`config.mk`:
```
export PLATFORM = sky130hd
export DESIGN_NAME = servo_pwm_controller_unit
export DESIGN_NICKNAME = d
export VERILOG_FILES = /design/src/hdl/spc_pkg.sv /design/src/hdl/spc_angle_scale.sv /design/src/hdl/servo_pwm_controller_unit.sv
export VERILOG_INCLUDE_DIRS = /design/src /design/src/hdl
export SDC_FILE = /design/constraint.sdc
export NUM_CORES = 2
export LEC_CHECK = 0
export ABC_AREA = 0
export BUFFER_PORTS_ARGS = -buffer_cell sky130_fd_sc_hd__clkbuf_2
export CORE_ASPECT_RATIO = 0.5
export CORE_MARGIN = 1
export CORE_UTILIZATION = 50
export CTS_CLUSTER_DIAMETER = 30
export CTS_CLUSTER_SIZE = 12
export DETAILED_ROUTE_END_ITERATION = 10
export GPL_TIMING_DRIVEN = 0
export PLACE_DENSITY = 0.68
export SETUP_SLACK_MARGIN = 0.02
export SYNTH_ARGS = -nofsm -noshare
export SYNTH_HDL_FRONTEND = slang
export SYNTH_SLANG_ARGS = --single-unit
```
`constraint.sdc`:
```
create_clock -name clk -period 24 [get_ports clk]
set_input_delay 2.4 -clock clk [delete_from_list [all_inputs] [get_ports clk]]
set_output_delay 2.4 -clock clk [all_outputs]
set_load 0.01 [all_outputs]
```
`src/hdl/assert_macros.svh`:
```
// ----------------------------------------------------------------------------
// assert_macros.svh
// Concurrent assertion macros on clk with asynchronous active-low reset rst_n.
// ----------------------------------------------------------------------------
`ifndef ASSERT_MACROS_SVH
`define ASSERT_MACROS_SVH

// condition holds on every clock outside reset
`define SPC_ASSERT_ALWAYS(lbl, cond, msg) \
    lbl: assert property (@(posedge clk) disable iff (!rst_n) (cond)) else $error(msg);

// consequent holds in the same cycle as the antecedent
`define SPC_ASSERT_SAME(lbl, ante, cons, msg) \
    lbl: assert property (@(posedge clk) disable iff (!rst_n) (ante) |-> (cons)) \
        else $error(msg);

// consequent holds in the cycle after the antecedent
`define SPC_ASSERT_NEXT(lbl, ante, cons, msg) \
    lbl: assert property (@(posedge clk) disable iff (!rst_n) (ante) |=> (cons)) \
        else $error(msg);

`endif

```
`src/hdl/spc_pkg.sv`:
```
// ----------------------------------------------------------------------------
// spc_pkg
// Shared types and constants of the servo PWM controller.
// ----------------------------------------------------------------------------
package spc_pkg;

    localparam int NUM_CHANNELS_DEF = 6;
    localparam int LINE_WIDTH       = 6;
    localparam int PULSE_W          = 16;
    localparam int PERIOD_W         = 17;

    localparam logic [1:0] FUNC_TICK  = 2'd0;
    localparam logic [1:0] FUNC_PULSE = 2'd1;
    localparam logic [1:0] FUNC_ANGLE = 2'd2;
    localparam logic [1:0] FUNC_CLAMP = 2'd3;

    localparam logic [1:0] ST_OK          = 2'd0;
    localparam logic [1:0] ST_NOT_INIT    = 2'd1;
    localparam logic [1:0] ST_BAD_PULSE   = 2'd2;
    localparam logic [1:0] ST_BAD_CHANNEL = 2'd3;

    localparam logic [2:0] CFG_ENABLE = 3'd0;
    localparam logic [2:0] CFG_PERIOD = 3'd1;
    localparam logic [2:0] CFG_MIN    = 3'd2;
    localparam logic [2:0] CFG_MAX    = 3'd3;
    localparam logic [2:0] CFG_CENTER = 3'd4;

    localparam logic [PERIOD_W-1:0] PERIOD_RST = 17'd20000;
    localparam logic [PULSE_W-1:0]  MIN_RST    = 16'd1000;
    localparam logic [PULSE_W-1:0]  MAX_RST    = 16'd2000;
    localparam logic [PULSE_W-1:0]  CENTER_RST = 16'd1500;

    localparam logic [7:0] ANGLE_FULL = 8'd180;

    // divide by 180 as (x >> 2) / 45, with 45 done by a reciprocal exact below 2^22
    localparam int         RECIP_SHIFT = 28;
    localparam logic [22:0] RECIP_45   = 23'd5965233;

    typedef struct packed {
        logic [1:0]         func;
        logic [2:0]         channel;
        logic [PULSE_W-1:0] pulse_width;
        logic [7:0]         angle;
    } spc_item_t;

endpackage

```
`src/hdl/spc_angle_scale.sv`:
```
// ----------------------------------------------------------------------------
// spc_angle_scale
// Two-stage angle to pulse offset: angle times span, then divide by 180.
// ----------------------------------------------------------------------------
module spc_angle_scale (
    input  logic                         clk,
    input  logic                         advance,
    input  logic [7:0]                   angle,
    input  logic [spc_pkg::PULSE_W-1:0]  pulse_min,
    input  logic [spc_pkg::PULSE_W-1:0]  pulse_max,
    output logic [spc_pkg::PULSE_W-1:0]  offset
);
    import spc_pkg::*;

    logic [7:0]         angle_clamped;
    logic [PULSE_W-1:0] span;
    logic [23:0]        product_next;
    logic [23:0]        product_reg;
    logic [44:0]        scaled;
    logic [PULSE_W-1:0] offset_reg;

    assign angle_clamped = (angle > ANGLE_FULL) ? ANGLE_FULL : angle;
    assign span          = (pulse_max >= pulse_min) ? (pulse_max - pulse_min) : '0;
    assign product_next  = 24'(angle_clamped) * 24'(span);
    assign scaled        = 45'(product_reg[23:2]) * 45'(RECIP_45);

    always_ff @(posedge clk)
    begin
        if (advance)
        begin
            product_reg <= product_next;
            offset_reg  <= scaled[RECIP_SHIFT+PULSE_W-1:RECIP_SHIFT];
        end
    end

    assign offset = offset_reg;

endmodule

```
`src/hdl/servo_pwm_controller_unit.sv`:
```
// ----------------------------------------------------------------------------
// servo_pwm_controller_unit
// Servo PWM generator: shared tick counter, per-channel compares, write checks.
// ----------------------------------------------------------------------------
// One request is accepted every clock while the result is not stalled; it passes
// the input register, angle product, divide by 180 and channel state update into
// the result register. Requests change state only in the channel state stage,
// so requests stream back to back. A stalled result holds the whole pipeline.
// Configuration writes are taken every cycle while no request is in flight.
module servo_pwm_controller_unit #(
    parameter int NUM_CHANNELS = spc_pkg::NUM_CHANNELS_DEF
) (
    input  logic                           clk,
    input  logic                           rst_n,
    input  logic                           in_valid,
    output logic                           in_ready,
    input  logic [1:0]                     func,
    input  logic [2:0]                     channel,
    input  logic [spc_pkg::PULSE_W-1:0]    pulse_width,
    input  logic [7:0]                     angle,
    output logic                           out_valid,
    input  logic                           out_ready,
    output logic [1:0]                     status,
    output logic [spc_pkg::LINE_WIDTH-1:0] pwm_lines,
    output logic                           running,
    output logic [spc_pkg::PULSE_W-1:0]    applied_pulse,
    input  logic                           cfg_valid,
    output logic                           cfg_ready,
    input  logic [2:0]                     cfg_index,
    input  logic [spc_pkg::PERIOD_W-1:0]   cfg_data
);
    import spc_pkg::*;

`include "assert_macros.svh"

    localparam int LINE_COUNT = (NUM_CHANNELS < LINE_WIDTH) ? NUM_CHANNELS : LINE_WIDTH;

    logic advance;
    logic cfg_fire;
    logic s3_fire;

    logic       s1_valid_reg, s2_valid_reg, s3_valid_reg;
    spc_item_t  s1_item_reg, s2_item_reg, s3_item_reg;

    logic                enable_reg, enable_next;
    logic [PERIOD_W-1:0] period_reg, period_next;
    logic [PULSE_W-1:0]  min_reg, min_next;
    logic [PULSE_W-1:0]  max_reg, max_next;
    logic [PULSE_W-1:0]  center_reg, center_next;
    logic [PULSE_W-1:0]  tick_count_reg, tick_count_next;
    logic [PULSE_W-1:0]  pending_reg [NUM_CHANNELS];
    logic [PULSE_W-1:0]  pending_next [NUM_CHANNELS];
    logic [PULSE_W-1:0]  active_reg [NUM_CHANNELS];
    logic [PULSE_W-1:0]  active_next [NUM_CHANNELS];

    logic                  out_valid_reg;
    logic [1:0]            status_reg, status_next;
    logic [LINE_WIDTH-1:0] lines_reg, lines_next;
    logic                  running_reg;
    logic [PULSE_W-1:0]    applied_reg, applied_next;

    logic [PULSE_W-1:0]  angle_offset;
    logic [PULSE_W-1:0]  pulse_sel;
    logic [PERIOD_W-1:0] top_wide;
    logic [PULSE_W-1:0]  top;
    logic                is_write;
    logic                in_range;
    logic                channel_ok;
    logic                write_ok;

    assign advance   = !out_valid_reg || out_ready;
    assign in_ready  = advance;
    assign cfg_ready = !(s1_valid_reg || s2_valid_reg || s3_valid_reg);
    assign cfg_fire  = cfg_valid && cfg_ready;
    assign s3_fire   = advance && s3_valid_reg;

    spc_angle_scale u_angle_scale (
        .clk       (clk),
        .advance   (advance),
        .angle     (s1_item_reg.angle),
        .pulse_min (min_reg),
        .pulse_max (max_reg),
        .offset    (angle_offset)
    );

    always_ff @(posedge clk or negedge rst_n)
    begin
        if (!rst_n)
        begin
            s1_valid_reg <= 1'b0;
            s2_valid_reg <= 1'b0;
            s3_valid_reg <= 1'b0;
        end
        else if (advance)
        begin
            s1_valid_reg <= in_valid;
            s2_valid_reg <= s1_valid_reg;
            s3_valid_reg <= s2_valid_reg;
        end
    end

    always_ff @(posedge clk)
    begin
        if (advance)
        begin
            s1_item_reg <= '{func: func, channel: channel, pulse_width: pulse_width,
                             angle: angle};
            s2_item_reg <= s1_item_reg;
            s3_item_reg <= s2_item_reg;
        end
    end

    always_comb
    begin
        case (s3_item_reg.func)
            FUNC_PULSE: pulse_sel = s3_item_reg.pulse_width;
            FUNC_ANGLE: pulse_sel = (max_reg >= min_reg) ? (min_reg + angle_offset) : min_reg;
            FUNC_CLAMP:
            begin
                if (s3_item_reg.pulse_width < min_reg)
                    pulse_sel = min_reg;
                else if (s3_item_reg.pulse_width > max_reg)
                    pulse_sel = max_reg;
                else
                    pulse_sel = s3_item_reg.pulse_width;
            end
            default: pulse_sel = s3_item_reg.pulse_width;
        endcase
    end

    assign is_write   = s3_item_reg.func != FUNC_TICK;
    assign in_range   = (pulse_sel >= min_reg) && (pulse_sel <= max_reg);
    assign channel_ok = {1'b0, s3_item_reg.channel} < 4'(NUM_CHANNELS);
    assign write_ok   = is_write && enable_reg && in_range && channel_ok;
    assign top_wide   = (period_reg == '0) ? '0 : (period_reg - 1'b1);
    assign top        = top_wide[PERIOD_W-1] ? '1 : top_wide[PULSE_W-1:0];

    always_comb
    begin
        enable_next     = enable_reg;
        period_next     = period_reg;
        min_next        = min_reg;
        max_next        = max_reg;
        center_next     = center_reg;
        tick_count_next = tick_count_reg;
        pending_next    = pending_reg;
        active_next     = active_reg;
        if (cfg_fire)
        begin
            case (cfg_index)
                CFG_ENABLE:
                begin
                    if (cfg_data[0] && !enable_reg)
                    begin
                        tick_count_next = '0;
                        for (int c = 0; c < NUM_CHANNELS; c++)
                        begin
                            pending_next[c] = center_reg;
                            active_next[c]  = center_reg;
                        end
                    end
                    enable_next = cfg_data[0];
                end
                CFG_PERIOD: period_next = cfg_data;
                CFG_MIN:    min_next    = cfg_data[PULSE_W-1:0];
                CFG_MAX:    max_next    = cfg_data[PULSE_W-1:0];
                CFG_CENTER: center_next = cfg_data[PULSE_W-1:0];
                default: ;
            endcase
        end
        else if (s3_fire)
        begin
            if (!is_write && enable_reg)
            begin
                if (tick_count_reg >= top)
                begin
                    tick_count_next = '0;
                    active_next     = pending_reg;
                end
                else
                begin
                    tick_count_next = tick_count_reg + 1'b1;
                end
            end
            if (write_ok)
            begin
                for (int c = 0; c < NUM_CHANNELS; c++)
                begin
                    if (s3_item_reg.channel == 3'(c))
                        pending_next[c] = pulse_sel;
                end
            end
        end
    end

    always_comb
    begin
        if (!is_write)
            status_next = ST_OK;
        else if (!enable_reg)
            status_next = ST_NOT_INIT;
        else if (!in_range)
            status_next = ST_BAD_PULSE;
        else if (!channel_ok)
            status_next = ST_BAD_CHANNEL;
        else
            status_next = ST_OK;
        applied_next = write_ok ? pulse_sel : '0;
        lines_next   = '0;
        for (int c = 0; c < LINE_COUNT; c++)
        begin
            lines_next[c] = enable_reg && (tick_count_next < active_next[c]);
        end
    end

    always_ff @(posedge clk or negedge rst_n)
    begin
        if (!rst_n)
        begin
            enable_reg     <= 1'b0;
            period_reg     <= PERIOD_RST;
            min_reg        <= MIN_RST;
            max_reg        <= MAX_RST;
            center_reg     <= CENTER_RST;
            tick_count_reg <= '0;
            for (int c = 0; c < NUM_CHANNELS; c++)
            begin
                pending_reg[c] <= CENTER_RST;
                active_reg[c]  <= CENTER_RST;
            end
        end
        else
        begin
            enable_reg     <= enable_next;
            period_reg     <= period_next;
            min_reg        <= min_next;
            max_reg        <= max_next;
            center_reg     <= center_next;
            tick_count_reg <= tick_count_next;
            pending_reg    <= pending_next;
            active_reg     <= active_next;
        end
    end

    always_ff @(posedge clk or negedge rst_n)
    begin
        if (!rst_n)
            out_valid_reg <= 1'b0;
        else if (advance)
            out_valid_reg <= s3_valid_reg;
    end

    always_ff @(posedge clk)
    begin
        if (s3_fire)
        begin
            status_reg  <= status_next;
            lines_reg   <= lines_next;
            running_reg <= enable_reg;
            applied_reg <= applied_next;
        end
    end

    assign out_valid     = out_valid_reg;
    assign status        = status_reg;
    assign pwm_lines     = lines_reg;
    assign running       = running_reg;
    assign applied_pulse = applied_reg;

    `SPC_ASSERT_SAME(a_idle_lines_low, out_valid_reg && !running_reg, lines_reg == '0, "lines high while disabled")
    `SPC_ASSERT_SAME(a_reject_no_pulse, out_valid_reg && (status_reg != ST_OK), applied_reg == '0, "rejected request reports a pulse")
    `SPC_ASSERT_NEXT(a_enable_clears, cfg_fire && (cfg_index == CFG_ENABLE) && cfg_data[0] && !enable_reg, enable_reg && (tick_count_reg == '0), "enable did not clear counter")

endmodule
```
Word level (Yosys, flattened, before mapping)
Cells that the tools add are included.
- bitwise logic cells: 0
- multipliers: 2
- magnitude comparators: 14
- equality and inequality tests: 13
- add/subtract/negate cells: 4
- shifts and indexed selects: 0
- mux-type cells: 34
- div/mod/pow operators: 0
- reductions and logical operators: 45
- operators with widths (cell ; number):
    two-way mux 96 bit ; 11
    two-way mux 16 bit ; 17
    < comparator 16 bit ; 7
    >= comparator 16 bit ; 3
    multiplier 22 x 23 -> 44 bit (second input constant) ; 1
    one-hot mux 16 bit (2 select lines) ; 1
    AND reduction 5 bit ; 6
    multiplier 8 x 16 -> 24 bit ; 1
    nonzero test 2 bit ; 9
    zero test 17 bit ; 1
    two-way mux 17 bit ; 1
    subtractor 17 x 1 -> 17 bit (second input constant) ; 1
    adder 16 x 1 -> 16 bit (second input constant) ; 1
    adder 16 bit ; 1
    greater-than comparator 16 bit ; 1
    less-or-equal comparator 16 bit ; 1
    subtractor 16 bit ; 1
    logical AND 1 bit ; 14
    equality test 3 x 2 -> 1 bit (second input constant) ; 4
    AND reduction 2 bit ; 6
    equality test 3 bit (second input constant) ; 3
    greater-than comparator 8 bit (second input constant) ; 1
    two-way mux 8 bit ; 1
    equality test 3 x 1 -> 1 bit (second input constant) ; 2
    8 further kinds ; 17
- bits in latches: 0
- logic and storage cells: 151
- memories kept: 0
- bits in registers: 414
- bits in writable memories: 0
- bits in read-only memories: 0

Logic depth before layout (Yosys ltp)
- depth in word-level cells: 11
- depth in mapped cells: 29
- mapped depth without buffers: 27

Cells and area by module
From an unflattened synthesis, not the netlist that was laid out.
- cells, all modules: 3124
- area total of the unflattened synthesis: 33270.7 um2
- by module, submodules not included (module ; seq. area each (um2) ; times used ; cells an instance ; area an instance (um2)):
    servo_pwm_controller_unit ; 9974.6 ; 1 ; 1801 ; 20743.6
    spc_angle_scale ; 1141.1 ; 1 ; 1323 ; 12527.0

Worst setup path after synthesis
OpenSTA, ideal clock, no wires.
- path kind: input -> register
- start: in out_ready
- end: reg lines_reg[4], in the netlist pwm_lines[4] (data pin)
- stages: 16
- arrival: 9.849 ns
- data required time: 23.739 ns
- library setup time: 0.261 ns
- setup slack: 13.890 ns
- cell sequence: nand2b_1 -> clkbuf_1 -> nand2_1 -> clkinv_1 -> nand3_1 -> nor3_1 -> nand2_1 -> or3_1 -> or3_1 -> a21oi_1 -> ha_1 -> nand4_1 -> nor4_1 -> o211ai_1 -> a31oi_1 -> nor3_1
- cells in the longest elaborated chain, start to end: 6
- elaborated cells between the ends (all ways): 8
- ends and longest elaborated chain (what ; line ; text):
    start, declared ; servo_pwm_controller_unit.sv:22 ; input logic out_ready,
    logical OR 1 bit ; servo_pwm_controller_unit.sv:71 ; assign advance = !out_valid_reg || out_ready;
    net in_ready ; servo_pwm_controller_unit.sv:16 ; output logic in_ready,
    logical AND 1 bit ; servo_pwm_controller_unit.sv:75 ; assign s3_fire = advance && s3_valid_reg;
    net s3_fire ; servo_pwm_controller_unit.sv:40 ; logic s3_fire;
    two-way mux 16 bit ; servo_pwm_controller_unit.sv:171 ; else if (s3_fire)
    two-way mux 16 bit ; servo_pwm_controller_unit.sv:148 ; if (cfg_fire)
    net tick_count_next[14] ; servo_pwm_controller_unit.sv:50 ; logic [PULSE_W-1:0] tick_count_reg, tick_count_next;
    < comparator 16 bit ; servo_pwm_controller_unit.sv:212 ; lines_next[c] = enable_reg && (tick_count_next < active_next[c]);
    logical AND 1 bit ; servo_pwm_controller_unit.sv:212 ;
    net lines_next[4] ; servo_pwm_controller_unit.sv:58 ; logic [LINE_WIDTH-1:0] lines_reg, lines_next;
    end signal, assigned ; servo_pwm_controller_unit.sv:258 ; lines_reg <= lines_next;
    end, declared ; servo_pwm_controller_unit.sv:58 ;
The timed path passes the listed nets, and every way through them passes these cells.
A chain may end at the register's enable or synchronous reset.

Worst setup path after layout
- start: reg min_reg[0]
- end: reg u_angle_scale.product_reg[20] (data pin)
- cells in the longest elaborated chain, start to end: 3
- elaborated cells between the ends (all ways): 4
- ends and longest elaborated chain (what ; line ; text):
    start, declared ; servo_pwm_controller_unit.sv:47 ; logic [PULSE_W-1:0] min_reg, min_next;
    start signal, assigned ; servo_pwm_controller_unit.sv:236 ; min_reg <= min_next;
    subtractor 16 bit or >= comparator 16 bit (tied branches) ; spc_angle_scale.sv:23 ; assign span = (pulse_max >= pulse_min) ? (pulse_max - pulse_min) : '0;
    two-way mux 16 bit (*) ; spc_angle_scale.sv:23 ;
    multiplier 8 x 16 -> 24 bit (*) ; spc_angle_scale.sv:24 ; assign product_next = 24'(angle_clamped) * 24'(span);
    net u_angle_scale.product_next[20] ; spc_angle_scale.sv:17 ; logic [23:0] product_next;
    end signal, assigned ; spc_angle_scale.sv:31 ; product_reg <= product_next;
    end, declared ; spc_angle_scale.sv:18 ; logic [23:0] product_reg;
Mark *: on every way through the listed nets, which the timed path passes. The rest lies on a longest branch.

==> results_dict.tcl <==
set metrics [dict create \
    cts_resized 0 \
    path_clk_slew_ns 0.06 \
    max_stage_delay_ns 0.56 \
    clock_path_buffers 3 \
    worst_setup_path_end_kind "flip-flop" \
    grt_pass1_vias 24941 \
    fp-row-count 65 \
    cp_top_family "adder cells" \
    setup_viol 0 \
    dr.pass1.iters 5 \
    relSlewSlack 0.0320 \
    grt_pass1_wl_mm 141 \
    yosys_warnings 0 \
    cts_buffers 68 \
    crit_top_cell "fa_1" \
    slowest_stage "fa_1" \
    synth_fp_nets 3787 \
    grt_usage 0.279 \
    use_met2 0.465 \
    routed_via_density 5.83 \
    r2r-end "u_angle_scale.product_reg[20]" \
    synth-main-ff-cell "dfrtp_1" \
    yosysTopAreaCellShare 0.165 \
    fin_setup_tns_ns 0 \
    finalHoldViolations 0 \
    core-area_sq_mm 0.0636 \
    hold_path.class "reg -> reg" \
    reg2reg_depth 27 \
    port_buffers 80 \
    grt_remaining_overflow 0 \
    antenna_found_initial 3 \
    min_to "s2_item_reg[17]" \
    path_buf_inv 5 \
    cts_setup_buffers 0 \
    grt_max_degree 113 \
    synth_cell_type_count 79 \
    synth_cells 3092 \
    rr_startpoint "min_reg[0]" \
    use_met3 0.0454 \
    dp_hpwl_mm 70.0 \
    io_pins 82 \
    met1_usage 0.365 \
    maxCapViolCount 0 \
    period_minus_slack_ns 8.84 \
    crit_required_ns 24.32 \
    cts.sinks 412 \
    root_buffer "clkbuf_16" \
    h-tree-depth 3 \
    rrSetupSlack_ns 15.16 \
    cts_tree "yes" \
    ys_seq_elements 412 \
    synth_area_sq_mm 0.0325 \
    synth-edff-count 134 \
    die_y_um 182 \
    ctsHoldBuffers 0 \
    rsz0062_at_grt "false" \
    post-route-period-util 0.368 \
    via_count 24312 \
    drc 0 \
    synth_top_cell_by_area "ha_1" \
    worst_clock_skew_ns 0.0490 \
    final_layout_size_suffix_gt1_frac 0.147 \
    post_drt_wl_per_cell_um 21.6 \
    fin_nets 3941 \
    cp-startpoint "min_reg[0]" \
    fmax_mhz 113 \
    min_from "s1_item_reg[17]" \
    status "finished clean" \
    grt-busiest-layer "met2" \
    die_w_um 362 \
    syn_avg_cell_area_sq_um 10.5 \
    yosysSeqAreaShare 0.342 \
    path_max_fanout 10 \
    ant_nets 0 \
    hold-path-cell-count 0 \
    ys_async_sr_fraction 0.675 \
    critPathArrivalTime_ns 9.17 \
    routed_wl_mm 90.0 \
    dieArea_sq_mm 0.0660 \
    worst_pin_slew_ns 1.44 \
    start_util 0.510 \
    drv_slew 0 \
    area_delta_synth_final_pct 12.4 \
    synth.area.top_cells "ha_1 (16%), fa_1 (13%), dfrtp_1 (13%)" \
    drt_iter0_drc 1886 \
    startpoint_type "flip-flop" \
    insertion_delay_ns 0.63 \
    place_congestion 0.974 \
    worstSetupPathType "reg -> reg" \
    final_cells 4173 \
    post-place-cells 4047 \
]
-- cell usage in the layout (no fill, tap or decap), types with 49 or more instances in the layout --
cell	netlist	layout
o21ai_0	110	109
nor3_1	53	53
nand2_1	154	154
a21oi_1	123	123
clkbuf_1	61	69
dfstp_2	108	108
mux2_2	137	137
fa_1	214	214
ha_1	427	427
nand3_1	49	49
inv_1	477	477
clkbuf_16	0	70
edfxtp_1	134	134
a221oi_1	87	87
clkbuf_2	0	79
nor2_1	199	199
dfrtp_1	170	170
-- synthesized netlist by cell type, types with 46 or more instances --
cell type / number
a21o_1: 46
nand2_1: 154
dfstp_2: 108
o21ai_0: 110
fa_1: 214
nand3_1: 49
clkbuf_1: 61
inv_1: 477
nor2_1: 199
a221oi_1: 87
ha_1: 427
nor3_1: 53
dfrtp_1: 170
mux2_2: 137
a21oi_1: 123
edfxtp_1: 134
-- per-layer routing --
metal / vias up / part of all wire / wire length [um]
met5: - / 0 / 0
li1: 11167 / - / -
met4: 0 / 0.038 / 3450
met3: 208 / 0.058 / 5230
met1: 12142 / 0.43 / 38500
met2: 795 / 0.48 / 42700
-- through the flow --
step                hold slack [ns]  instance area, sq um   util  worst slack [ns]
global placement              0.403                 34000  0.534             10.21
CTS                           0.401                 36500  0.574             15.33
floorplan                     0.400                 32500      -             13.89
global route                  0.416                 36500  0.574             14.78
detailed placement            0.405                 34100  0.536             15.39
finish                        0.394                 36500  0.574             15.16
-- cell families (layout without fill, tap and decap cells) --
family,count (synthesis),in the layout,synth area share
xor+xnor,59,59,0.0159
buf+inv,569,778,0.0672
flops,412,412,0.342
mux,172,172,0.0587
compound gates,565,565,0.119
fa+ha+maj,641,641,0.297
simple gates,674,674,0.101
other cells,0,1,0
-- worst max path at each step --
| stage | slack, ns | cells past startpoint | endpoint |
|---|---|---|---|
| 3_5_place_dp | 15.39 | 18 | pwm_lines[0] |
| 5_1_grt | 14.78 | 28 | u_angle_scale.product_reg[20] |
| 2_1_floorplan | 13.89 | 16 | pwm_lines[4] |
| 6_report | 15.16 | 27 | u_angle_scale.product_reg[20] |
| 3_3_place_gp | 10.21 | 17 | pwm_lines[0] |
| 4_1_cts | 15.33 | 27 | u_angle_scale.product_reg[20] |
-- area by class of cell --
type	count	area, sq um
Inverter	479	1800
Timing Repair Buffer	84	519
Tap cell	871	1090
Sequential cell	412	11100
Multi-Input combinational cell	2111	19200
Clock buffer	81	1810
Fill cell	5497	27100
Antenna cell	1	2.50
Buffer	90	388
Clock inverter	44	578
Power is left out: the tool's default activity adds up to more than one toggle a clock period on the data nets, which glitch-free logic cannot reach.
